--- src/rtl/wld_pkg.sv ---
// Shared constants, codes and types of the work line dispatcher.
package wld_pkg;

  localparam int LINE_MAX   = 1024;
  localparam int LINE_BITS  = $clog2(LINE_MAX);
  localparam int CNT_BITS   = $clog2(LINE_MAX + 1);
  localparam int STAMP_BITS = 32;

  localparam int OP_BITS     = 2;
  localparam int INDEX_BITS  = 12;
  localparam int SCENE_BITS  = 31;
  localparam int PIXEL_BITS  = 16;
  localparam int TIME_BITS   = 32;
  localparam int STATUS_BITS = 3;
  localparam int PCT_BITS    = 7;

  localparam int CFG_INDEX_BITS = 2;
  localparam int CFG_DATA_BITS  = 31;

  // Percent dividend is received_count * 100.
  localparam int PCT_SCALE     = 100;
  localparam int DIVIDEND_BITS = $clog2(LINE_MAX * PCT_SCALE + 1);
  localparam int DIV_CNT_BITS  = $clog2(DIVIDEND_BITS);

  localparam logic [OP_BITS-1:0] OP_REQUEST = 2'd0;
  localparam logic [OP_BITS-1:0] OP_REPORT  = 2'd1;
  localparam logic [OP_BITS-1:0] OP_RESTART = 2'd2;

  localparam logic [STATUS_BITS-1:0] ST_GRANTED  = 3'd0;
  localparam logic [STATUS_BITS-1:0] ST_NONE     = 3'd1;
  localparam logic [STATUS_BITS-1:0] ST_STORED   = 3'd2;
  localparam logic [STATUS_BITS-1:0] ST_DUP      = 3'd3;
  localparam logic [STATUS_BITS-1:0] ST_COMPLETE = 3'd4;
  localparam logic [STATUS_BITS-1:0] ST_REJECT   = 3'd5;

  localparam logic [CFG_INDEX_BITS-1:0] REG_LINE_TOTAL = 2'd0;
  localparam logic [CFG_INDEX_BITS-1:0] REG_PIXELS     = 2'd1;
  localparam logic [CFG_INDEX_BITS-1:0] REG_SCENE      = 2'd2;

  typedef struct packed {
    logic                  received;
    logic [STAMP_BITS-1:0] stamp;
  } line_entry_t;

  typedef struct packed {
    logic                     start;
    logic [DIVIDEND_BITS-1:0] dividend;
    logic [CNT_BITS-1:0]      divisor;
  } div_req_t;

  typedef struct packed {
    logic                     done;
    logic [DIVIDEND_BITS-1:0] quotient;
  } div_rsp_t;

endpackage

--- src/rtl/wld_div.sv ---
// Restoring divider, one quotient bit per cycle, for the percent figure.
module wld_div import wld_pkg::*; (
  input  logic     clk,
  input  logic     rst,
  input  div_req_t req,
  output div_rsp_t rsp
);

  logic                     busy;
  logic                     done;
  logic [DIV_CNT_BITS-1:0]  step;
  logic [CNT_BITS-1:0]      divisor;
  logic [CNT_BITS-1:0]      rem;
  logic [DIVIDEND_BITS-1:0] quo;
  logic [CNT_BITS:0]        rem_sh;
  logic                     take;

  assign rem_sh = {rem, quo[DIVIDEND_BITS-1]};
  assign take   = rem_sh >= {1'b0, divisor};

  always_ff @(posedge clk) begin
    if (rst) begin
      busy <= 1'b0;
      done <= 1'b0;
      step <= '0;
    end else begin
      done <= 1'b0;
      if (req.start) begin
        busy <= 1'b1;
        step <= '0;
      end else if (busy) begin
        step <= step + 1'b1;
        if (step == DIV_CNT_BITS'(DIVIDEND_BITS - 1)) begin
          busy <= 1'b0;
          done <= 1'b1;
        end
      end
    end
  end

  // The dividend shifts out of the quotient register as quotient bits shift in.
  always_ff @(posedge clk) begin
    if (req.start) begin
      quo     <= req.dividend;
      rem     <= '0;
      divisor <= req.divisor;
    end else if (busy) begin
      if (take) begin
        rem <= CNT_BITS'(rem_sh - {1'b0, divisor});
      end else begin
        rem <= rem_sh[CNT_BITS-1:0];
      end
      quo <= {quo[DIVIDEND_BITS-2:0], take};
    end
  end

  assign rsp.done     = done;
  assign rsp.quotient = quo;

endmodule

--- config.mk ---
export PLATFORM = sky130hd
export DESIGN_NAME = wld_div
export DESIGN_NICKNAME = d
export VERILOG_FILES = /design/src/rtl/wld_pkg.sv /design/src/rtl/wld_div.sv
export SDC_FILE = /design/constraint.sdc
export NUM_CORES = 1
export LEC_CHECK = 0
export BUFFER_PORTS_ARGS = -buffer_cell sky130_fd_sc_hd__buf_2
export CAP_MARGIN = 10
export CORE_UTILIZATION = 55
export DETAILED_ROUTE_END_ITERATION = 8
export PLACE_DENSITY = 0.77
export SLEW_MARGIN = 30
export SYNTH_ARGS = -nofsm -noshare
export SYNTH_HDL_FRONTEND = slang
export SYNTH_SLANG_ARGS = --single-unit
--- constraint.sdc ---
create_clock -name clk -period 3.2 [get_ports clk]
set_input_delay 0 -clock clk [delete_from_list [all_inputs] [get_ports clk]]
set_output_delay 0 -clock clk [all_outputs]
set_load 0.01 [all_outputs]
# Word level (Yosys, flattened, before mapping)

Cells that the tools add are included.

Input bits: 31
Memories: 0
Register bits: 46
Latch bits: 0
Output and inout port bits: 18
RAM bits: 0
Bits in read-only memories: 0

Mux-type cells: 7
Bitwise operators: 1
Add/subtract/negate cells: 2
$lt $le $gt $ge: 1
Reduce and logical (&&, ||, !) cells: 3
Multiply operators: 0
Divide/modulo/power cells: 0
Eq/ne operators: 1
Shift-type cells: 0

Operator list:

| operator                                     | count |
|---|---|
| 2-to-1 mux 17 bit                            | 2 |
| >= comparator 12 x 11 -> 1 bit               | 1 |
| 2-to-1 mux 11 bit                            | 1 |
| subtractor 11 bit                            | 1 |
| adder 5 x 1 -> 5 bit (second input constant) | 1 |
| == test 5 bit (second input constant)        | 1 |
| 2-to-1 mux 1 bit                             | 4 |
| OR reduction 3 bit                           | 1 |
| nonzero test 2 bit                           | 1 |
| OR reduction 2 bit                           | 1 |
| inverter 1 bit                               | 1 |

# Logic depth before layout (Yosys ltp)

Gate-level depths: netlist of run 1.

Depth after elaboration: 4
Gate-level depth with buffers: 10
Depth with buffers taken out: 9

# Least setup slack after synthesis of run 1

OpenSTA, ideal clock, no wires.

Kind: register -> register
Start point: register quo[16]
End point: register rem[8]
Setup slack: 0.878 ns
Arrival: 2.185 ns
Clock period less this slack: 2.322 ns
Stages on the path, launching flop included: 11
Data required time: 3.063 ns
Library setup time: 0.137 ns
Path through: edfxtp_1 inv_1 ha_1 fa_1 nor2b_4 o31a_1 o21ai_4 o21ai_4 buf_12 mux2i_1 a211oi_2

Cells in the longest elaborated chain, start to end: 2
Elaborated cells between the ends (all ways): 3
Classes of those cells: add/sub (1); order compare (1); mux (1)

Ends and longest elaborated chain:

| element                                                             | line                         | text |
|---|---|---|
| start: declaration                                                  | wld_div.sv:14                | `logic [DIVIDEND_BITS-1:0] quo;` |
| start signal: assignment                                            | wld_div.sv:44                | `quo <= req.dividend;` |
| start signal: assignment                                            | wld_div.sv:53                | `quo <= {quo[DIVIDEND_BITS-2:0], take};` |
| subtractor 11 bit or >= comparator 12 x 11 -> 1 bit (tied branches) | wld_div.sv:49, wld_div.sv:19 |  |
| 2-to-1 mux 11 bit *                                                 | wld_div.sv:48                | `if (take) begin` |
| end signal: assignment                                              | wld_div.sv:49                | `rem <= CNT_BITS'(rem_sh - {1'b0, divisor});` |
| end signal: assignment                                              | wld_div.sv:51                | `rem <= rem_sh[CNT_BITS-1:0];` |
| end: declaration                                                    | wld_div.sv:13                | `logic [CNT_BITS-1:0] rem;` |

Mark *: on every way between the ends. The rest lies on a longest branch, timed or not.
A chain may end at the register's enable or synchronous reset.

# Worst setup path after layout of run 1

Start point: register quo[16]
End point: register rem[9]

The elaborated chain is that of the path after synthesis.

==> metrics, run 1 <==
status finished, final reports clean; WP data arrival between 2000 and 3000 ps; Post-synth ARST share 0%; Cell Area, Synth about 2500 um2; Avg Inst Size Synth 11.4 um2; mux contribution to synthesized area roughly a tenth; Yosys warning count 0; post-synth net total around 260; hold path depth 2; Synth Area in Adders between 7 and 8%; Clock Power Share between 20 and 30%; Placed Cells 310; Starting Density 56.9%; largest net degree at the start of global routing slightly above 40; R2R Path Start quo[16]; worst vdd ir between 0.4 and 0.5 mV; layout cells sized above 1 between 20 and 30%; Slew Limit Fails 0; crit path max fanout 15; slowest CP cell fa_1; # nets final 334; Rows 24; PortBufs 48; P_int 1050 uW; CP delay by family, top compound AO/OA/AOI/OAI gates; most utilized layer in the global route result met2; Boundary Pins a little under 50; Die Area about 4800 um2; Tot GR Track Use between 20% and 30%; Critical Path Max Stage Delay 460 ps; top cells by area, synth edfxtp_1 34%, dfxtp_1 15%, mux2_2 7.7%; Switching Share between 20% and 30%; sw power approximately 450 uW; CP bufs+invs 1; Die Y 69.1 um; Post-synth EDFFs 28; post-CTS repair timing setup buffer count 0; Die Width roughly 70 um; Via Count about 1900; post-route ant nets 0; fin cells 342; Root Driver clkbuf_8; DR pass1 iterations 5; FF-to-FF setup slack 640 ps; hold path endpoint quo[1]; Rel. slew slack between 50% and 60%; reg-to-reg endpoint rem[9]; initial antenna violation count 0; P_leak between 0.001 and 0.0015 uW; CTS Sinks 46; Post-Syn Instances 217; CORE AREA between 4000 and 5000 um2; largest family of logic cells by synthesized area simple AND/OR/NAND/NOR gates; Worst Skew just over 6 ps; GRT met3 Usage between 6 and 7%; diodes inserted 0; Max Cap Viol 0; Post-DP HPWL between 3 and 4 mm; leading area contributor after synthesis edfxtp_1; post-cts sizing count 0; vias in the first global route roughly 1900; Vias/cell around 5.5; Compound-Gate Fraction of Synth Area roughly an eighth; post-synthesis sequential area ratio approximately half; xor and xnor area share after synthesis 3.18%; Required @ worst endpoint 3420 ps; min cycle time layout 2560 ps; GPL Wtd Cong 0.818; R2R depth 9; Congestion Overflow GR 0; worst path cell trace inv_1 -> ha_1 -> fa_1 -> nor2b_4 -> o31a_1 -> o21ai_4 -> o21ai_4 -> o31ai_1 -> a311oi_1; DR WL/cell 15.9 um; fmax approximately 0.39 GHz; CTS buffer count 5; most used cell, CP o21ai_4; H-tree levels 2; CTS Buffer Depth 2; Hold Vio Cnt, Final 0; Layout fillers 296; combinational share of power approximately a quarter; Clock Latency Late Sink approximately 300 ps; area delta synth->final 24.3%; final worst-path cycle share 79.9%; final wirelength roughly 5.4 mm; FF+latch count, synth 46; # setup viols final 0; P per Cell Area slightly below 500 nW/um2; kind of start point of the critical path register; setup TNS 0 ps; met1 Use GR approximately 30%; top_reg_cell synth edfxtp_1; drt drc 0; RSZ-0062 raised after global routing false; M2 GR Usage 39.7%; Worst-Margin Slew slightly above 700 ps; global-route wire length before repair 8.96 mm; end-of-flow core utilization a little over two thirds; CTS Hold Bufs 24; Reg clk slew, reported paths about 90 ps; Flop pwr share a little under half; HP Class in2reg; Power, Total approximately 1500 uW; Initial DRC Count 119; Crit Path Class reg2reg; CTS tree done; hold path startpoint req[12]; Netlist cell types 50; simple-gate area share of the yosys netlist roughly an eighth; top-area cell type share of the netlist area about a third; CP endpoint kind register
per-layer routing:
layer / wire [um] / part of all wire (%)
met1: 2370 / 44
met2: 2650 / 49
met3: 328 / 6.0
met4: 97 / 1.8
met5: 0 / 0
Yosys cell counts, drive strengths merged, types with 3 or more instances:
library cell / instances
a211oi: 7
a21oi: 7
buf: 5
clkbuf: 4
dfxtp: 18
edfxtp: 28
ha: 13
inv: 18
mux2: 17
mux2i: 7
nand2: 8
nand2b: 4
nand3: 6
nand4: 3
nor2: 21
nor2b: 3
o21ai: 9
xnor2: 6
xor2: 3
through the flow:
| stage | hold slack [ps] | area [um2] | setup WS, ps |
|---|---|---|---|
| 6_report | 9.61 | 3080 | 643 |
| 5_1_grt | 9.54 | 3080 | 449 |
| 4_1_cts | 0.228 | 3080 | 686 |
| 3_5_place_dp | 178 | 2750 | 695 |
| 3_3_place_gp | 176 | 2750 | 789 |
| 2_1_floorplan | 72.4 | 2480 | 878 |
cells by family (layout without fill, tap and decap cells):
logic type / after synthesis / count (layout)
simple gates: 57 / 57
flops: 46 / 46
compound gates: 40 / 40
buf+inv: 27 / 100
mux: 24 / 24
fa+ha+maj: 14 / 14
xor+xnor: 9 / 9
how the worst max path moves through the flow:
| stage | from | to | cells after the start |
|---|---|---|---|
| 2_1_floorplan | quo[16] | rem[8] | 10 |
| 3_3_place_gp | quo[16] | rem[10] | 9 |
| 3_5_place_dp | quo[16] | rem[10] | 9 |
| 4_1_cts | quo[16] | rem[10] | 9 |
| 5_1_grt | quo[16] | rem[9] | 9 |
| 6_report | quo[16] | rem[9] | 9 |
worst register-to-register path, cell delays in order (launching register included):
cell,delay [ps]
edfxtp_1,390
inv_1,60
ha_1,230
fa_1,460
nor2b_4,140
o31a_1,210
o21ai_4,120
o21ai_4,430
o31ai_1,170
a311oi_1,280
flip-flops by register name, summed over array words and instances, names as in the netlist:
register  flops
rem          11
done          1
step          5
quo          17
busy          1
divisor      11
power groups by stage:
| stage | registers [uW] | clock network [uW] | logic [uW] |
|---|---|---|---|
| global placement | 729 | 0 | 352 |
| floorplan | 736 | 0 | 269 |
| detailed placement | 728 | 0 | 358 |
| CTS | 716 | 388 | 382 |
| global route | 726 | 409 | 430 |
| finish | 720 | 385 | 394 |
final cells by class:
type / count / area [um2] / share of cell area [%]
Tap cell: 52 / 65.1 / 2.11
Sequential cell: 46 / 1200 / 39.0
Timing Repair Buffer: 74 / 495 / 16.1
Inverter: 18 / 67.6 / 2.19
Clock buffer: 7 / 86.3 / 2.80
Multi-Input combinational cell: 144 / 1160 / 37.5
Clock inverter: 1 / 8.76 / 0.284
cell usage in the layout (no fill, tap or decap), drive strengths merged, types with 3 or more instances in the layout:
cell,instances
a211oi,7
a21oi,7
buf,50
clkbuf,7
dfxtp,18
dlygate4sd3,24
edfxtp,28
ha,13
inv,19
mux2,17
mux2i,7
nand2,8
nand2b,4
nand3,6
nand4,3
nor2,21
nor2b,3
o21ai,9
xnor2,6
xor2,3
(Power assumes the default switching activity.)
==> inputs of run 2 (changes only) <==
Settings changed: ABC_AREA set to 1, PLACE_DENSITY 0.77 to 0.76.
Clock period 3.2 ns to 2.5 ns, I/O delays scaled along.
==> run 2 against run 1 <==
Effect of this change:
- critical path depth grew 2
- largest cell class unchanged
- sequential power grew 23%
- setup slack lost 360 ps
==> metrics, run 2 <==
Slew Limit Fails 0; FF-to-FF setup slack 290 ps; top cells by area, synth edfxtp_1 31%, nand2_1 17%, dfxtp_1 13%; PortBufs 48; setup TNS 0 ps; Root Driver clkbuf_8; end-of-flow core utilization 74.3%; post-synthesis sequential area ratio roughly 45%; Congestion Overflow GR 0; Rel. slew slack between 40% and 50%; most common cell after layout, fill and taps aside nand2_1; top-count cell post-synth nand2_1; Power, Total between 1500 and 2000 uW; Hold Vio Cnt, Final 0; P per Cell Area about 530 nW/um2; DP Worst Slack ~330 ps; Post-Syn Instances 337; H-tree levels 2; Die Width between 70 and 80 um; Vias/cell approximately 5.3; Yosys warning count 0; CORE AREA approximately 4500 um2; Clock Power Share around 34%; Switching Share between 20% and 30%; CP delay by family, top simple AND/OR/NAND/NOR gates; Reg clk slew, reported paths approximately 90 ps; Critical Path Max Stage Delay roughly 420 ps; Flop pwr share between 40% and 50%; WP data arrival roughly 2400 ps; reg-to-reg endpoint rem[5]; Starting Density between 50% and 60%; Cell Area, Synth ~2700 um2; R2R depth 11; global-route wire length before repair 10.8 mm; R2R Path Start quo[16]; CTS Buffer Depth 2; post-synth net total ~380; CTS tree done; crit path max fanout 12; diodes inserted 0; Post-synth top cells 118 x nand2_1, 51 x inv_1, 28 x edfxtp_1, 28 x nand3_1, 18 x dfxtp_1; Sequential cell area between 1000 and 1500 um2; DR pass1 iterations 5; kind of start point of the critical path register; fmax roughly 0.45 GHz; Post-synth EDFFs 28; CP bufs+invs 2; hold path depth 1; P_leak 0.00171 uW; Netlist cell types 32; layout cells sized above 1 19.8%; # setup viols final 0; area delta synth->final 25.1%; top-area cell type share of the netlist area a little under a third; Crit Path Class reg2reg; Multi-input gate area 1190 um2; post-cts sizing count 0; Die Area between 5000 and 6000 um2; sw power approximately 440 uW; vias in the first global route 2394; largest net degree at the start of global routing 27; most frequent cells in the layout 118 x nand2_1, 51 x inv_1, 48 x buf_2; GPL Wtd Cong slightly below 0.9; Avg Inst Size Synth slightly below 8 um2; Post-synth ARST share 0%; final worst slack about 290 ps; hold path startpoint req[28]; Boundary Pins a little under 50; # nets final 459; min cycle time layout roughly 2200 ps; Worst Skew 10.3 ps; Clock Latency Late Sink 300 ps; most used cell, CP nand3_1; Max Cap Viol 0; Via Count 2461; Layout fillers around 340; Rows 24; top_reg_cell synth edfxtp_1; FF+latch count, synth 46; P_int roughly 1300 uW; drt drc 0; RSZ-0062 raised after global routing false; CP endpoint kind register; post-route ant nets 0; Required @ worst endpoint between 2000 and 3000 ps; hold path endpoint divisor[8]; Die Y 71.7 um; Placed Cells 430; worst vdd ir between 0.4 and 0.5 mV; CTS Sinks 46; status finished, final reports clean; Initial DRC Count 181; max reg flops 17; Most flops, register quo; HP Class in2reg; initial antenna violation count 0; final worst-path cycle share 88.6%; slowest CP cell fa_1; post-CTS repair timing setup buffer count 0; CTS Hold Bufs 29; Worst-Margin Slew around 770 ps; Tot GR Track Use a little over a quarter; fin cells 467; worst path cell trace inv_1 -> ha_1 -> fa_1 -> inv_1 -> nand3_1 -> nand3_1 -> nand2_2 -> nand4_4 -> nand3_1 -> nand3_1 -> nand2_1; DR WL/cell around 14 um; CTS buffer count 5; Post-DP HPWL 4.15 mm; Largest regs quo x17, divisor x11, rem x11; leading area contributor after synthesis edfxtp_1; final wirelength around 6.4 mm; combinational share of power approximately 17%
run 2: cell types whose count changed after synthesis, moves of 5 or more:
cell	delta
nand3_1	+23
nand4_1	+11
mux2_2	-17
nand2_2	+11
a211oi_1	-5
nand2_1	+110
nor2_1	-7
nand3_2	+5
mux2i_1	-7
inv_1	+33
o21ai_0	-6
run 2: how the worst max path moves through the flow:
stage	from	to	slack, ps	depth (start not counted)
after detailed placement	quo[16]	rem[5]	330	11
after global routing	quo[16]	rem[5]	130	11
after floorplan	quo[16]	rem[6]	600	12
after CTS	quo[16]	rem[5]	290	11
final	quo[16]	rem[5]	290	11
after global placement	quo[16]	quo[0]	440	10
run 2: per-layer routing:
| metal | wire [um] | part of all wire, % | vias up | global-route usage, % |
|---|---|---|---|---|
| li1 | - | - | 1226 | - |
| met1 | 2760 | 43 | 1146 | 34.9 |
| met2 | 3190 | 50 | 81 | 47.8 |
| met3 | 374 | 5.8 | 8 | 4.78 |
| met4 | 85 | 1.3 | 0 | 7.41 |
| met5 | 0 | 0 | - | 0 |
run 2: final cells by class:
| class | count | area share, % |
|---|---|---|
| Tap cell | 52 | 1.95 |
| Clock inverter | 2 | 1.01 |
| Timing Repair Buffer | 80 | 16.5 |
| Inverter | 54 | 6.06 |
| Clock buffer | 6 | 2.81 |
| Multi-Input combinational cell | 227 | 35.7 |
| Sequential cell | 46 | 35.9 |
run 2: cells by family after synthesis:
kind of cell	count (synthesis)	share of synthesized area (%)
compound gates	8	1.83
buf+inv	64	10.3
xor+xnor	4	1.31
fa+ha+maj	14	6.84
flops	46	44.9
simple gates	201	34.7
run 2: power by group through the flow:
| stage | clock network (uW) | logic (uW) | registers [uW] |
|---|---|---|---|
| detailed placement | 0 | 254 | 901 |
| floorplan | 0 | 148 | 913 |
| finish | 601 | 297 | 888 |
| CTS | 616 | 289 | 886 |
| global route | 627 | 329 | 893 |
| global placement | 0 | 248 | 902 |
run 2: metrics by stage:
step                      area, um2  hold slack, ps
final                          3340            62.7
after global routing           3340            57.9
after CTS                      3340            54.4
after detailed placement       2930             178
after global placement         2930             176
after floorplan                2670            98.9
==> inputs of run 3 (changes only) <==
Settings changed: ABC_AREA 1 to unset, PLACE_DENSITY 0.76 to 0.77.
==> run 3 against run 2 <==
Effect of this change:
- the flow now finishes with violations (hold timing)
- global-route usage shrank 4.1 points
- die area down 7.1%
- non-clock buffer count shrank 3
- register-to-register slack worse by 160 ps
- sequential power rose by 3.6%
==> metrics, run 3 (synthesis gave the netlist of run 1 again) <==
status complete, but fails checks; failing checks hold timing; Worst-Margin Slew ~720 ps; Clock Latency Late Sink ~310 ps; vias in the first global route about 1800; Rel. slew slack about half; Multi-input gate area 1160 um2; HP Class in2reg; GPL Wtd Cong 0.847; Largest regs quo x17, divisor x11, rem x11; P_int around 1300 uW; Sequential cell area approximately 1200 um2; final wirelength ~5 mm; Finished Cell Area slightly above 3000 um2; Flop pwr share ~49%; Vias/cell between 5 and 6; RSZ-0062 raised after global routing false; final worst slack approximately 120 ps; H-tree levels 2; Die Y between 60 and 70 um; Cell Area, Placed between 2000 and 3000 um2; hold path endpoint quo[5]; top routing layer used met4; Layout fillers approximately 280; DR WL/cell ~15 um; CTS tree done; DP Worst Slack around 140 ps; wl on met1 between 2 and 2.5 mm; worst hold margin -0.349 ps; area delta synth->final 25.3%; most frequent cells in the layout 48 x buf_2, 28 x edfxtp_1, 26 x dlygate4sd3_1; Post-DP HPWL ~3.3 mm; reg-to-reg endpoint rem[4]; Clock Power Share 23.5%; Hold Vio Cnt, Final 1; Die Area 4780 um2; global-route wire length before repair 8.60 mm; CP endpoint kind register; DR WL met3 about 330 um; post-route ant nets 0; layout cells sized above 1 approximately 29%; diodes inserted 0; combinational share of power between 20% and 30%; Starting Density 56.9%; Slew Limit Fails 0; Die Width ~70 um; Most flops, register quo; min cycle time layout between 2000 and 2500 ps; fmax roughly 0.42 GHz; # nets final approximately 340; setup TNS 0 ps; Switching Share around 30%; PortBufs 48; crit path max fanout 10; max reg flops 17; R2R Path Start quo[16]; Via Count about 1900; worst vdd ir about 0.4 mV; CTS Buffer Depth 2; final worst-path cycle share 95.1%; # setup viols final 0; DR pass1 iterations 4; Max Cap Viol 0; CTS Sinks between 40 and 50; Rows 24; post-CTS repair timing setup buffer count 0; Worst Skew 7.04 ps; P_leak 0.00129 uW; kind of start point of the critical path register; Congestion Overflow GR 0; R2R depth 10; hold path startpoint req[16]; CTS buffer count 5; Initial DRC Count 74; Tot GR Track Use a little under a quarter; most common cell after layout, fill and taps aside buf_2; drt drc 0; end-of-flow core utilization between 70 and 80%; hold path depth 2; largest net degree at the start of global routing 29; Boundary Pins just under 50; FF-to-FF setup slack ~120 ps; WP data arrival ~2600 ps; Required @ worst endpoint approximately 2700 ps; CORE AREA approximately 4400 um2; Reg clk slew, reported paths roughly 90 ps; Crit Path Class reg2reg; P per Cell Area around 600 nW/um2; initial antenna violation count 0; sw power between 500 and 600 uW; WL met2 2.41 mm; Root Driver clkbuf_8
## run 3: cell count changes in the layout (fill, tap and decap cells not counted), moves of 11 or more
cell,before,now
mux2_2,0,17
nand4_1,14,3
inv_1,51,18
nand2_2,11,0
nand3_1,28,5
nand2_1,118,8
## run 3: worst max path at each step
stage                        from      to  slack (ps)  cells past startpoint
after global routing      quo[16]  rem[3]           9                     10
after floorplan           quo[16]  rem[8]         180                     10
after CTS                 quo[16]  rem[4]         110                     10
final                     quo[16]  rem[4]         120                     10
after detailed placement  quo[16]  rem[4]         140                     10
after global placement    quo[16]  rem[3]         200                     10
## run 3: stage by stage
| step | std cells | total power (uW) |
|---|---|---|
| floorplan | 217 | 1290 |
| global placement | 311 | 1400 |
| detailed placement | 311 | 1410 |
| CTS | 344 | 1870 |
| global route | 344 | 1960 |
| finish | 344 | 1870 |
## run 3: final cells by class
cell class / instances / share of cell area [%]
sequential: 46 / 38.7
multi-input combinational: 144 / 37.2
timing repair buffer: 77 / 17.2
clock buffer: 6 / 2.34
inverter: 18 / 2.18
tap: 52 / 2.10
clock inverter: 1 / 0.242
## run 3: worst max-delay path, cell delays in order, from the launching register on
cell,delay [ps]
edfxtp_1,370
inv_1,50
ha_1,210
fa_1,430
nor2b_4,140
o31a_1,210
o21ai_4,120
o21ai_4,270
buf_12,170
mux2i_1,190
a211oi_1,90
## run 3: per-layer routing
metal	GRT usage (%)	vias up
li1	-	943
met3	4.97	14
met5	0	-
met1	30.1	901
met4	12.0	0
met2	36.5	73
## run 3: timing repair
action / 4_1_cts / 5_1_grt
hold buffers: 26 / 0
endpoints found under the hold margin: 26 / 0
setup endpoints to repair: 0 / 1
gates resized for setup: 0 / 1
## run 3: power by group through the flow
stage               combinational (uW)  sequential, uW  clock (uW)
global placement                   465             933           0
detailed placement                 474             933           0
CTS                                506             918         445
global route                       564             928         470
finish                             514             920         440
floorplan                          345             942           0
